===== src/rtl/ipsc_pkg.sv =====
// Types and constants of the IPv4 prefix text scanner.
package ipsc_pkg;

    localparam int NUM_FIELDS = 5;

    localparam logic [7:0] CH_ZERO  = 8'h30;
    localparam logic [7:0] CH_NINE  = 8'h39;
    localparam logic [7:0] CH_DOT   = 8'h2E;
    localparam logic [7:0] CH_SLASH = 8'h2F;

    localparam logic [7:0] PREFIX_DEFAULT = 8'd32;
    localparam logic [2:0] RUN_LIMIT      = 3'd4;
    localparam logic [2:0] DOT_LIMIT      = 3'd4;
    localparam logic [2:0] DOTS_WANTED    = 3'd3;
    localparam logic [2:0] INDEX_FULL     = 3'd6;

    typedef logic [NUM_FIELDS-1:0][7:0] t_field_vec;

    typedef struct packed {
        logic       in_candidate;
        logic [2:0] dot_count;
        logic [2:0] run_digits;
        logic [2:0] field_index;
        logic       in_run;
        t_field_vec field_values;
    } t_scan_state;

    // Field order: octets a..d in entries 0..3, the prefix in entry 4.
    localparam t_field_vec FIELDS_CLEAR = {PREFIX_DEFAULT, 8'd0, 8'd0, 8'd0, 8'd0};

    localparam t_scan_state STATE_RESET = '{
        in_candidate: 1'b0,
        dot_count:    3'd0,
        run_digits:   3'd0,
        field_index:  3'd0,
        in_run:       1'b0,
        field_values: FIELDS_CLEAR
    };

    localparam t_scan_state STATE_OPEN = '{
        in_candidate: 1'b1,
        dot_count:    3'd0,
        run_digits:   3'd0,
        field_index:  3'd0,
        in_run:       1'b0,
        field_values: FIELDS_CLEAR
    };

endpackage


===== src/rtl/ipsc_if.sv =====
// Request channels of the scanner: text bytes in, parsed addresses out.
interface ipsc_byte_if;
    logic       valid;
    logic       ready;
    logic [7:0] text_byte;
    logic       end_of_text;

    modport source (output valid, output text_byte, output end_of_text, input ready);
    modport sink   (input valid, input text_byte, input end_of_text, output ready);
endinterface

interface ipsc_addr_if;
    logic       valid;
    logic       ready;
    logic [7:0] octet_a;
    logic [7:0] octet_b;
    logic [7:0] octet_c;
    logic [7:0] octet_d;
    logic [7:0] prefix_len;

    modport source (output valid, output octet_a, output octet_b, output octet_c,
                    output octet_d, output prefix_len, input ready);
    modport sink   (input valid, input octet_a, input octet_b, input octet_c,
                    input octet_d, input prefix_len, output ready);
endinterface


===== src/rtl/ipsc_step.sv =====
// Next-state logic of the scanner for one text byte.
module ipsc_step (
    input  ipsc_pkg::t_scan_state i_state,
    input  logic [7:0]            i_text_byte,
    input  logic                  i_end_of_text,
    output ipsc_pkg::t_scan_state o_state,
    output logic                  o_emit
);
    import ipsc_pkg::*;

    logic        is_digit;
    logic [3:0]  digit_val;
    logic        active;
    logic        close;
    t_scan_state base;
    t_scan_state nxt;

    always_comb begin
        is_digit  = i_text_byte inside {[CH_ZERO:CH_NINE]};
        digit_val = 4'(i_text_byte - CH_ZERO);
        active    = i_state.in_candidate | is_digit;
        // A digit outside a candidate opens a fresh one.
        base      = i_state.in_candidate ? i_state : STATE_OPEN;
        nxt       = base;
        close     = 1'b0;

        if (!active) begin
            nxt = i_state;
        end else if (is_digit) begin
            nxt.run_digits = base.run_digits + 3'd1;
            for (int k = 0; k < NUM_FIELDS; k++) begin
                if (!base.in_run) begin
                    if (base.field_index == 3'(k)) begin
                        nxt.field_values[k] = {4'd0, digit_val};
                    end
                end else if (base.field_index == 3'(k + 1)) begin
                    // Decimal accumulate, value * 10 + digit, modulo 256.
                    nxt.field_values[k] = {base.field_values[k][4:0], 3'b000}
                                        + {base.field_values[k][6:0], 1'b0}
                                        + {4'd0, digit_val};
                end
            end
            if (!base.in_run && base.field_index < INDEX_FULL) begin
                nxt.field_index = base.field_index + 3'd1;
            end
            nxt.in_run = 1'b1;
            if (nxt.run_digits >= RUN_LIMIT) begin
                close = 1'b1;
            end
        end else if (i_text_byte == CH_DOT) begin
            nxt.dot_count  = base.dot_count + 3'd1;
            nxt.run_digits = 3'd0;
            nxt.in_run     = 1'b0;
            if (nxt.dot_count >= DOT_LIMIT) begin
                close = 1'b1;
            end
        end else if (i_text_byte == CH_SLASH) begin
            nxt.run_digits = 3'd1;
            nxt.in_run     = 1'b0;
        end else begin
            close = 1'b1;
        end

        if (active && i_end_of_text) begin
            close = 1'b1;
        end

        if (close) begin
            nxt.in_candidate = 1'b0;
            nxt.in_run       = 1'b0;
        end

        o_emit  = close && (nxt.dot_count == DOTS_WANTED);
        o_state = nxt;
    end

endmodule


===== src/rtl/ipv4_prefix_text_scanner.sv =====
// Top level of the IPv4 dotted-quad and prefix text scanner.
//
//   Channel   Direction   Payload                                     Per request
//   i_in      in          text_byte[7:0], end_of_text                 one text byte
//   o_out     out         octet_a..octet_d[7:0], prefix_len[7:0]      one found address
//
// A byte is taken into the input register, and when the scan stage advances the scan
// state is updated and any finished address is loaded into the output register. One
// byte is accepted every cycle while the output register is not stalled.
// Only the output register can stall; while its address is not taken, the input
// register takes at most one more byte and holds it, and input ready then drops.
// Reset is synchronous and active low; it empties both registers, closes any open
// candidate and keeps input ready low.
module ipv4_prefix_text_scanner (
    input  logic               i_clk,
    input  logic               i_rst_n,
    ipsc_byte_if.sink          i_in,
    ipsc_addr_if.source        o_out
);
    import ipsc_pkg::*;

    // Input register stage.
    logic        r_in_valid;
    logic [7:0]  r_text_byte;
    logic        r_end_of_text;

    // Scan state carried from byte to byte.
    t_scan_state r_state;
    t_scan_state n_state;
    logic        n_emit;

    // Output register stage.
    logic        r_out_valid;
    t_field_vec  r_fields;

    logic        advance;
    logic        in_ready;

    // The scan stage moves whenever the output register is free or being emptied.
    // No request is taken while reset is held.
    assign advance  = !r_out_valid || o_out.ready;
    assign in_ready = i_rst_n && (!r_in_valid || advance);

    ipsc_step u_step (
        .i_state       (r_state),
        .i_text_byte   (r_text_byte),
        .i_end_of_text (r_end_of_text),
        .o_state       (n_state),
        .o_emit        (n_emit)
    );

    always_ff @(posedge i_clk) begin
        if (!i_rst_n) begin
            r_in_valid  <= 1'b0;
            r_out_valid <= 1'b0;
            r_state     <= STATE_RESET;
        end else begin
            if (in_ready) begin
                r_in_valid <= i_in.valid;
            end
            if (advance) begin
                r_out_valid <= r_in_valid && n_emit;
                if (r_in_valid) begin
                    r_state <= n_state;
                end
            end
        end
    end

    // Payload registers carry no reset; the valid flags qualify them.
    always_ff @(posedge i_clk) begin
        if (i_in.valid && in_ready) begin
            r_text_byte   <= i_in.text_byte;
            r_end_of_text <= i_in.end_of_text;
        end
        if (advance && r_in_valid && n_emit) begin
            r_fields <= n_state.field_values;
        end
    end

    assign i_in.ready       = in_ready;
    assign o_out.valid      = r_out_valid;
    assign o_out.octet_a    = r_fields[0];
    assign o_out.octet_b    = r_fields[1];
    assign o_out.octet_c    = r_fields[2];
    assign o_out.octet_d    = r_fields[3];
    assign o_out.prefix_len = r_fields[4];

endmodule


===== src/flat_wrapper.sv =====
// flat-port wrapper written by rule: the top's interface ports become plain ports
module ipv4_prefix_text_scanner_flat import ipsc_pkg::*;
  (i_clk, i_rst_n, i_in_valid, i_in_text_byte, i_in_end_of_text, i_in_ready, o_out_valid, o_out_octet_a, o_out_octet_b, o_out_octet_c, o_out_octet_d, o_out_prefix_len, o_out_ready);
  ipsc_byte_if i_in_i ();
  ipsc_addr_if o_out_i ();
  input  logic i_clk;
  input  logic i_rst_n;
  input wire logic [$bits(i_in_i.valid)-1:0] i_in_valid;
  input wire logic [$bits(i_in_i.text_byte)-1:0] i_in_text_byte;
  input wire logic [$bits(i_in_i.end_of_text)-1:0] i_in_end_of_text;
  output wire logic [$bits(i_in_i.ready)-1:0] i_in_ready;
  output wire logic [$bits(o_out_i.valid)-1:0] o_out_valid;
  output wire logic [$bits(o_out_i.octet_a)-1:0] o_out_octet_a;
  output wire logic [$bits(o_out_i.octet_b)-1:0] o_out_octet_b;
  output wire logic [$bits(o_out_i.octet_c)-1:0] o_out_octet_c;
  output wire logic [$bits(o_out_i.octet_d)-1:0] o_out_octet_d;
  output wire logic [$bits(o_out_i.prefix_len)-1:0] o_out_prefix_len;
  input wire logic [$bits(o_out_i.ready)-1:0] o_out_ready;
  assign i_in_i.valid = i_in_valid;
  assign i_in_i.text_byte = i_in_text_byte;
  assign i_in_i.end_of_text = i_in_end_of_text;
  assign i_in_ready = i_in_i.ready;
  assign o_out_valid = o_out_i.valid;
  assign o_out_octet_a = o_out_i.octet_a;
  assign o_out_octet_b = o_out_i.octet_b;
  assign o_out_octet_c = o_out_i.octet_c;
  assign o_out_octet_d = o_out_i.octet_d;
  assign o_out_prefix_len = o_out_i.prefix_len;
  assign o_out_i.ready = o_out_ready;
  ipv4_prefix_text_scanner u_core (.i_clk(i_clk), .i_rst_n(i_rst_n), .i_in(i_in_i), .o_out(o_out_i));
endmodule

===== config.mk =====
export PLATFORM = sky130hd
export DESIGN_NAME = ipv4_prefix_text_scanner_flat
export DESIGN_NICKNAME = d
export VERILOG_FILES = /design/src/rtl/ipsc_pkg.sv /design/src/rtl/ipsc_if.sv /design/src/rtl/ipsc_step.sv /design/src/rtl/ipv4_prefix_text_scanner.sv /design/src/flat_wrapper.sv
export SDC_FILE = /design/constraint.sdc
export NUM_CORES = 1
export LEC_CHECK = 0
export BUFFER_PORTS_ARGS = -buffer_cell sky130_fd_sc_hd__buf_2
export CAP_MARGIN = 25
export CORE_UTILIZATION = 30
export DETAILED_ROUTE_END_ITERATION = 8
export PLACE_DENSITY = 0.5
export SETUP_SLACK_MARGIN = 0.5
export SLEW_MARGIN = 15
export SYNTH_ARGS = -nofsm -noshare
export SYNTH_HDL_FRONTEND = slang
export SYNTH_SLANG_ARGS = --single-unit

===== constraint.sdc =====
create_clock -name i_clk -period 6.6 [get_ports i_clk]
set_input_delay 0.99 -clock i_clk [delete_from_list [all_inputs] [get_ports i_clk]]
set_output_delay 0.99 -clock i_clk [all_outputs]
set_load 0.01 [all_outputs]

==> results.ini, run 1 <==
[floorplan]
die_h_um = 155
pin_count = 55
die_w_um = 155
rows = 55
dieArea_mm2 = 0.0240
start_util_pct = 30.8
coreArea_mm2 = 0.0228

[timing]
fin_crit_sh_pct = 50.9
tightest_slew_ns = 0.973
max_freq_ghz = 0.298
period_needed_ns = 3.36
tns_ns = 0
max_slew_margin_pct = 35.1
grt_setup_unrepaired = no
fin_skew_ns = 0.0108
final-setup-viol-count = 0
finalHoldViolCount = 0
slew_viol_final = 0

[cells_and_area]
diodes = 0
layout-drive-gt1-share_pct = 14.7
final_net_count = 858
post-route-util_pct = 34.3
mostFrequentLayoutCells = o21ai_0 (68), ha_1 (57), nand2_1 (55), buf_2 (54), dfxtp_1 (52)
syn2layout_area_growth_pct = 11.2
finalNonFillerCells = 1101
multi_input_area_mm2 = 0.00414
n_fill_cell = 2370
layout_commonest_cell = o21ai_0
regArea_mm2 = 0.00253
design_area_mm2 = 0.00781

[detailed_routing]
wl_per_cell_um = 18.9
vias_per_cell = 5.42
vias = 5969
dr.pass1.iters = 5
ant_nets = 0
wl_mm = 20.9
initialDrtViolationCount = 406
drcViolationCount = 0

[yosys]
synth_area_mm2 = 0.00702
ys_seq_elements = 102
yosys-top-cells-area = edfxtp_1 (21%), dfxtp_1 (15%), ha_1 (10%)
synth_ff_type = dfxtp_1
synth_warnings = 0
yosysTopAreaCellShare_pct = 21.0
synth_area_per_cell_um2 = 9.21
netlist_instances = 762
async_reset_ff_share_pct = 0
yosysSeqAreaShare_pct = 36.1
synth_edf_count = 49
yosysUniqueCellTypes = 80
yosys.area.top_type = edfxtp_1
synth_nets = 837

[grt]
antenna_found_initial = 0
grt_max_degree = 40
grt_pass1_vias = 5738
grt_pass1_wl_mm = 32.3
grt-ovfl-total = 0
track_usage_pct = 17.6

[clock_network]
cts_resized = 0
cts.sinks = 102
htreeDepth = 3
cts_tree = yes
path_clk_slew_ns = 0.08
ctsHoldBuffers = 0
clk_path_buf_depth = 2
cts_root_buf = clkbuf_16
numCtsBuffers = 9
cts_setup_buffers = 0
clock_latency_ns = 0.37

[place]
hpwl_mm = 14.0
placed_cell_area_mm2 = 0.00752
portBuffers = 54
dpl.cell_count = 1085
place.gp.congestion = 0.826

[critical_path]
reg2reg_to = u_core.o_out.octet_d[7]
path_class = flip-flop to flip-flop
crit_fanout = 37
required_ns = 6.71
r2r-start = u_core.r_state[50]
arrival_ns = 3.47
end_kind = flip-flop
r2r_cells = 9
cp-start-kind = flip-flop
r2r_slack_ns = 3.24

[hold_path]
holdPathStages = 2
hp-class = flip-flop to flip-flop
whs_endpoint = u_core.r_state[48]
min-delay-start = u_core.r_state[48]

[flow_run]
cap_violations = 0

[power]
p_per_area_mw_per_mm2 = 171
cellLeakagePower_nw = 3.09
ir_worst_vdd_v = 0.0000893

[run_status]
outcome = finished, final reports clean

sequential cells by signal (all words and copies together) (netlist names):
signal and count:
u_core.r_end_of_text 1, u_core.r_text_byte 8, u_core.o_out.octet_c 8, u_core.o_out.octet_d 8
u_core.o_out.octet_b 8, u_core.r_state 51, u_core.o_out.prefix_len 8, u_core.r_in_valid 1
u_core.o_out.octet_a 8, u_core.o_out.valid 1
synthesized netlist by cell type (17+ instances only):
| library cell | instances |
|---|---|
| o21ai_0 | 68 |
| ha_1 | 57 |
| nand2_1 | 55 |
| dfxtp_1 | 53 |
| edfxtp_1 | 49 |
| a21oi_1 | 48 |
| nor2_1 | 44 |
| and2_1 | 31 |
| clkbuf_1 | 26 |
| inv_1 | 22 |
| a211oi_1 | 20 |
| buf_2 | 20 |
| a21o_1 | 17 |
| xnor2_1 | 17 |
kinds of logic (layout without fill, tap and decap cells):
logic type,after synthesis,count (layout),share of synthesized area [%]
compound gates,277,277,27.2
simple gates,207,207,15.6
flops,102,102,36.1
buf+inv,79,105,5.02
fa+ha+maj,62,62,11.6
xor+xnor,24,24,2.99
mux,11,11,1.59
power breakdown:
group | internal (W) | switching (W) | leakage [nW]
Clock | 0.000296 | 0.000256 | 0.132
Combinational | 0.0000356 | 0.0000529 | 2.11
Sequential | 0.000674 | 0.0000241 | 0.849
critical path, stage by stage (launching register included):
cell      delay [ns]
dfxtp_2         0.75
inv_2           0.41
nor2_1          0.20
ha_1            0.28
ha_1            0.33
a211o_1         0.31
a211oi_1        0.25
o21ai_0         0.15
a21oi_1         0.30
o31ai_1         0.12
metal layers:
| layer | share of wire, % | global-route usage (%) |
|---|---|---|
| met5 | 0 | 0 |
| met4 | 2.4 | 6.98 |
| met3 | 5.1 | 3.01 |
| met2 | 46 | 28.5 |
| met1 | 47 | 23.1 |
how the worst max path moves through the flow:
| stage | from | to | slack (ns) | cells after the start |
|---|---|---|---|---|
| 2_1_floorplan | u_core.r_state[50] | u_core.o_out.octet_a[0] | 1.14 | 12 |
| 3_3_place_gp | u_core.r_state[50] | u_core.o_out.octet_d[7] | 3.31 | 9 |
| 5_1_grt | u_core.r_state[50] | u_core.r_state[5] | 2.99 | 9 |
| 6_report | u_core.r_state[50] | u_core.o_out.octet_d[7] | 3.24 | 9 |
| 3_5_place_dp | u_core.r_state[50] | u_core.o_out.octet_c[3] | 3.29 | 10 |
| 4_1_cts | u_core.r_state[50] | u_core.o_out.octet_c[3] | 3.27 | 10 |
stage by stage:
stage / total power, W / hold slack [ns] / setup slack, ns
global placement: 0.000800 / 0.466 / 3.31
finish: 0.00134 / 0.473 / 3.24
CTS: 0.00135 / 0.473 / 3.27
detailed placement: 0.000801 / 0.461 / 3.29
floorplan: 0.000769 / 0.445 / 1.14
global route: 0.00139 / 0.496 / 2.99
cell type report:
cell class | instances | area share, %
Clock buffer | 11 | 2.98
Clock inverter | 5 | 0.785
Inverter | 23 | 1.11
Multi-Input combinational cell | 581 | 53.0
Sequential cell | 102 | 32.4
Tap cell | 313 | 5.01
Timing Repair Buffer | 66 | 4.66
No activity file was read; power rests on OpenSTA's default activity.
==> run 2: changes to the inputs <==
PLACE_DENSITY = 0.51   (was 0.5)
clock period = 3.05 ns   (was 6.6 ns; I/O delays follow)
==> results.ini, run 2 (same netlist as run 1, synthesis figures left out) <==
[detailed_routing]
vias_per_cell = 5.45
drcViolationCount = 0
met3WireLength_um = 780
dr.pass1.iters = 5
wl_mm = 22.3
ant_nets = 0
wl_met2_mm = 10.3
maxUsedRoutingLayer = met4
initialDrtViolationCount = 427
wirelength_met1_mm = 10.6
wl_per_cell_um = 19.1
vias = 6341

[critical_path]
arrival_ns = 2.70
crit_buf_inv = 5
path_class = flip-flop to flip-flop
end_kind = flip-flop
r2r_cells = 12
crit_fanout = 7
crit_chain = buf_6 > buf_6 > and2_4 > ha_4 > and3_4 > o211ai_1 > a211oi_2 > a311o_1 > nor3_4 > buf_4 > buf_6 > buf_12
cp-start-kind = flip-flop
cp_slowest_cell = dfxtp_4
critPathTopFamily = compound AO/OA/AOI/OAI gates
crit_path_max_incr_delay_ns = 0.38
path_common_cell = buf_6
required_ns = 3.12
cp_num_cells = 12

[cells_and_area]
diodes = 0
regMostFlops = u_core.r_state
design_area_mm2 = 0.00908
largest_reg_flops = 51
mostFrequentLayoutCells = o21ai_0 (58), buf_4 (56), nand2_1 (54), buf_2 (54), edfxtp_1 (49)
syn2layout_area_growth_pct = 29.3
n_fill_cell = 2255
layout_commonest_cell = o21ai_0
final_net_count = 921
layout-drive-gt1-share_pct = 32.3

[grt]
antenna_found_initial = 0
grt_pass1_vias = 6165
grt-ovfl-total = 0
grt_max_degree = 32
track_usage_pct = 18.6
grt_pass1_wl_mm = 34.5

[floorplan]
die_w_um = 155
rows = 55
pin_count = 55
start_util_pct = 30.8
die_h_um = 155
coreArea_mm2 = 0.0228
dieArea_mm2 = 0.0240

[flow_run]
cap_violations = 0

[timing]
period_needed_ns = 2.63
fin_skew_ns = 0.0116
tightest_slew_ns = 0.683
final-setup-viol-count = 0
max_slew_margin_pct = 54.5
slew_viol_final = 0
fin_crit_sh_pct = 86.3
max_freq_ghz = 0.380
finalHoldViolCount = 0
tns_ns = 0
grt_setup_unrepaired = yes

[clock_network]
cts_tree = yes
path_clk_slew_ns = 0.07
numCtsBuffers = 9
cts.sinks = 102
clock_latency_ns = 0.36
htreeDepth = 3
ctsHoldBuffers = 0
cts_root_buf = clkbuf_16
clk_path_buf_depth = 2

[place]
hpwl_mm = 15.6
place.gp.congestion = 0.830
portBuffers = 54
placed_cell_area_mm2 = 0.00807

[power]
ir_worst_vdd_v = 0.000236
p_per_area_mw_per_mm2 = 327
cellLeakagePower_nw = 3.46

[hold_path]
holdPathStages = 1
hp-class = primary input to flip-flop

[run_status]
outcome = finished, final reports clean

run 2: repair_timing:
action,in CTS,in global routing
setup endpoints to repair,96,76
pin swaps,7,20
cloned,2,2
resized for setup,34,59
setup buffers,17,11
run 2: routing by layer:
layer  up-vias  global-route usage (%)
li1       3032                       -
met1      3117                    25.1
met2       163                    30.0
met3        29                    2.84
met4         0                    6.60
met5         -                       0
run 2: layout make-up:
class,count,area (um2),area share (%)
inverter,23,93.8,1.03
multi-input combinational,581,4700,51.8
clock inverter,5,60.1,0.662
timing repair buffer,129,1050,11.5
tap,313,392,4.31
sequential,102,2540,28.0
clock buffer,11,243,2.67
run 2: stage by stage:
stage                     power (W)  instances  setup slack [ns]  util, %  hold slack (ns)
after floorplan             0.00167        762            -0.375        -            0.445
after global placement      0.00176       1116             0.212     35.4            0.468
after detailed placement    0.00176       1116             0.203     35.4            0.486
after CTS                   0.00297       1151             0.438     38.1            0.267
after global routing        0.00306       1164             0.308     39.8            0.265
final                       0.00297       1164             0.419     39.8            0.278
run 2: worst paths after layout:
path	startpoint	end	slack, ns
min reg2reg	u_core.r_state[45]	u_core.r_state[45]	0.49
max	u_core.r_state[50]	u_core.o_out.prefix_len[3]	0.42
max reg2reg	u_core.r_state[50]	u_core.o_out.prefix_len[3]	0.42
min	i_in_text_byte[1]	u_core.r_text_byte[1]	0.28
run 2: worst register-to-register path, stage by stage, from the launching register on:
cell and delay, ns:
dfxtp_4 0.38, buf_6 0.13, buf_6 0.12, and2_4 0.14, ha_4 0.16, and3_4 0.14, o211ai_1 0.23, a211oi_2 0.12
a311o_1 0.33, nor3_4 0.18, buf_4 0.15, buf_6 0.13, buf_12 0.14
run 2: power by group:
part / total (W) / switching [W] / internal [W]
Combinational: 0.000268 / 0.000155 / 0.000114
Clock: 0.00121 / 0.000548 / 0.000660
Sequential: 0.00149 / 0.0000301 / 0.00146
Total: 0.00297 / 0.000733 / 0.00223
==> run 3: changes to the inputs <==
CTS_BUF_LIST = sky130_fd_sc_hd__clkbuf_2 sky130_fd_sc_hd__clkbuf_4 sky130_fd_sc_hd__clkbuf_8   (was not set)
==> results.ini, run 3 (same netlist as run 1, synthesis figures left out) <==
[cells_and_area]
layout_commonest_cell = o21ai_0
diodes = 0
largest_reg_flops = 51
mostFrequentLayoutCells = o21ai_0 (59), nand2_1 (55), buf_2 (54), buf_4 (54)
syn2layout_area_growth_pct = 27.8
final_net_count = 920
regMostFlops = u_core.r_state
layout-drive-gt1-share_pct = 32.0
design_area_mm2 = 0.00897
finalNonFillerCells = 1163

[detailed_routing]
vias_per_cell = 5.42
vias = 6298
initialDrtViolationCount = 419
wl_per_cell_um = 18.9
drcViolationCount = 0
ant_nets = 0
wl_mm = 21.9
dr.pass1.iters = 5

[floorplan]
coreArea_mm2 = 0.0228
rows = 55
die_h_um = 155
dieArea_mm2 = 0.0240
pin_count = 55
die_w_um = 155
start_util_pct = 30.8

[timing]
tns_ns = 0
fin_crit_sh_pct = 84.7
tightest_slew_ns = 0.661
final-setup-viol-count = 0
fin_skew_ns = 0.0220
period_needed_ns = 2.58
max_slew_margin_pct = 56.0
finalHoldViolCount = 0
slew_viol_final = 0
grt_setup_unrepaired = yes
max_freq_ghz = 0.387

[power]
p_per_area_mw_per_mm2 = 301
cellLeakagePower_nw = 3.43
ir_worst_vdd_v = 0.000190

[critical_path]
cp-start-kind = flip-flop
r2r_slack_ns = 0.47
crit_fanout = 7
path_class = flip-flop to flip-flop
end_kind = flip-flop
arrival_ns = 2.73
r2r_cells = 11
required_ns = 3.20
r2r-start = u_core.r_state[50]
reg2reg_to = u_core.o_out.octet_b[7]

[grt]
grt_max_degree = 32
grt-ovfl-total = 0
grt_pass1_wl_mm = 34.5
antenna_found_initial = 0
grt_pass1_vias = 6110
track_usage_pct = 18.6

[place]
placed_cell_area_mm2 = 0.00807
dpl.cell_count = 1116
place.gp.congestion = 0.830
portBuffers = 54
hpwl_mm = 15.6

[flow_run]
cap_violations = 0

[clock_network]
clk_path_buf_depth = 2
htreeDepth = 3
cts.sinks = 102
clock_latency_ns = 0.41
cts_root_buf = clkbuf_8
path_clk_slew_ns = 0.12
numCtsBuffers = 9
cts_tree = yes

[hold_path]
whs_endpoint = u_core.r_text_byte[6]
hp-class = primary input to flip-flop
min-delay-start = i_in_text_byte[6]
holdPathStages = 1

[run_status]
outcome = finished, final reports clean

run 3: cell count changes in the layout (fill, tap and decap cells not counted), sizes merged:
cell | before | now
clkbuf | 13 | 12
run 3: through the flow:
step	setup slack (ns)	hold slack (ns)	total power (W)	util [%]
after floorplan	-0.375	0.445	0.00167	-
after global placement	0.212	0.468	0.00176	35.4
after detailed placement	0.203	0.486	0.00176	35.4
after CTS	0.419	0.214	0.00270	37.4
after global routing	0.390	0.214	0.00279	39.4
final	0.467	0.232	0.00270	39.4
run 3: how the worst max path moves through the flow:
| stage | start | to | slack (ns) | cells past startpoint |
|---|---|---|---|---|
| 2_1_floorplan | u_core.r_state[50] | u_core.o_out.octet_a[0] | -0.38 | 12 |
| 3_3_place_gp | u_core.r_text_byte[2] | u_core.r_state[22] | 0.21 | 8 |
| 3_5_place_dp | u_core.r_text_byte[2] | u_core.r_state[38] | 0.20 | 8 |
| 4_1_cts | u_core.r_state[50] | u_core.o_out.prefix_len[3] | 0.42 | 11 |
| 5_1_grt | u_core.r_state[50] | u_core.o_out.octet_b[7] | 0.39 | 11 |
| 6_report | u_core.r_state[50] | u_core.o_out.octet_b[7] | 0.47 | 11 |
run 3: area by class of cell:
class                      instances  area (um2)
multi-input combinational        581        4730
clock inverter                     5        60.1
fill                            2272       13800
timing repair buffer             128        1010
clock buffer                      11         145
sequential                       102        2540
tap                              313         392
inverter                          23        93.8
run 3: what timing repair did:
action	4_1_cts	5_1_grt
hold buffers	0	0
pin swaps	6	50
setup endpoints to repair	97	76
resized for setup	32	58
hold endpoints to repair	0	0
gates cloned	1	1
setup buffers	12	17
run 3: power breakdown:
part	leakage, nW	internal, W	switching, W
combinational	2.48	0.000118	0.000155
sequential	0.851	0.00146	0.0000306
clock	0.0912	0.000411	0.000525
run 3: metal layers:
layer  part of all wire [%]  global-route usage, %  vias up
met5                      0                      0        -
met4                    2.4                   6.08        0
met1                     48                   25.3     3080
li1                       -                      -     3023
met2                     46                   30.0      160
met3                    4.0                   2.98       35
run 3: critical path, cell delays in order (launching register included):
cell and delay (ns):
dfxtp_4 0.40, buf_6 0.14, buf_6 0.11, and2_4 0.13
ha_4 0.16, and3_1 0.14, o211ai_1 0.23, a211oi_2 0.12
a311o_1 0.38, nor3_4 0.20, buf_6 0.17, clkbuf_16 0.15
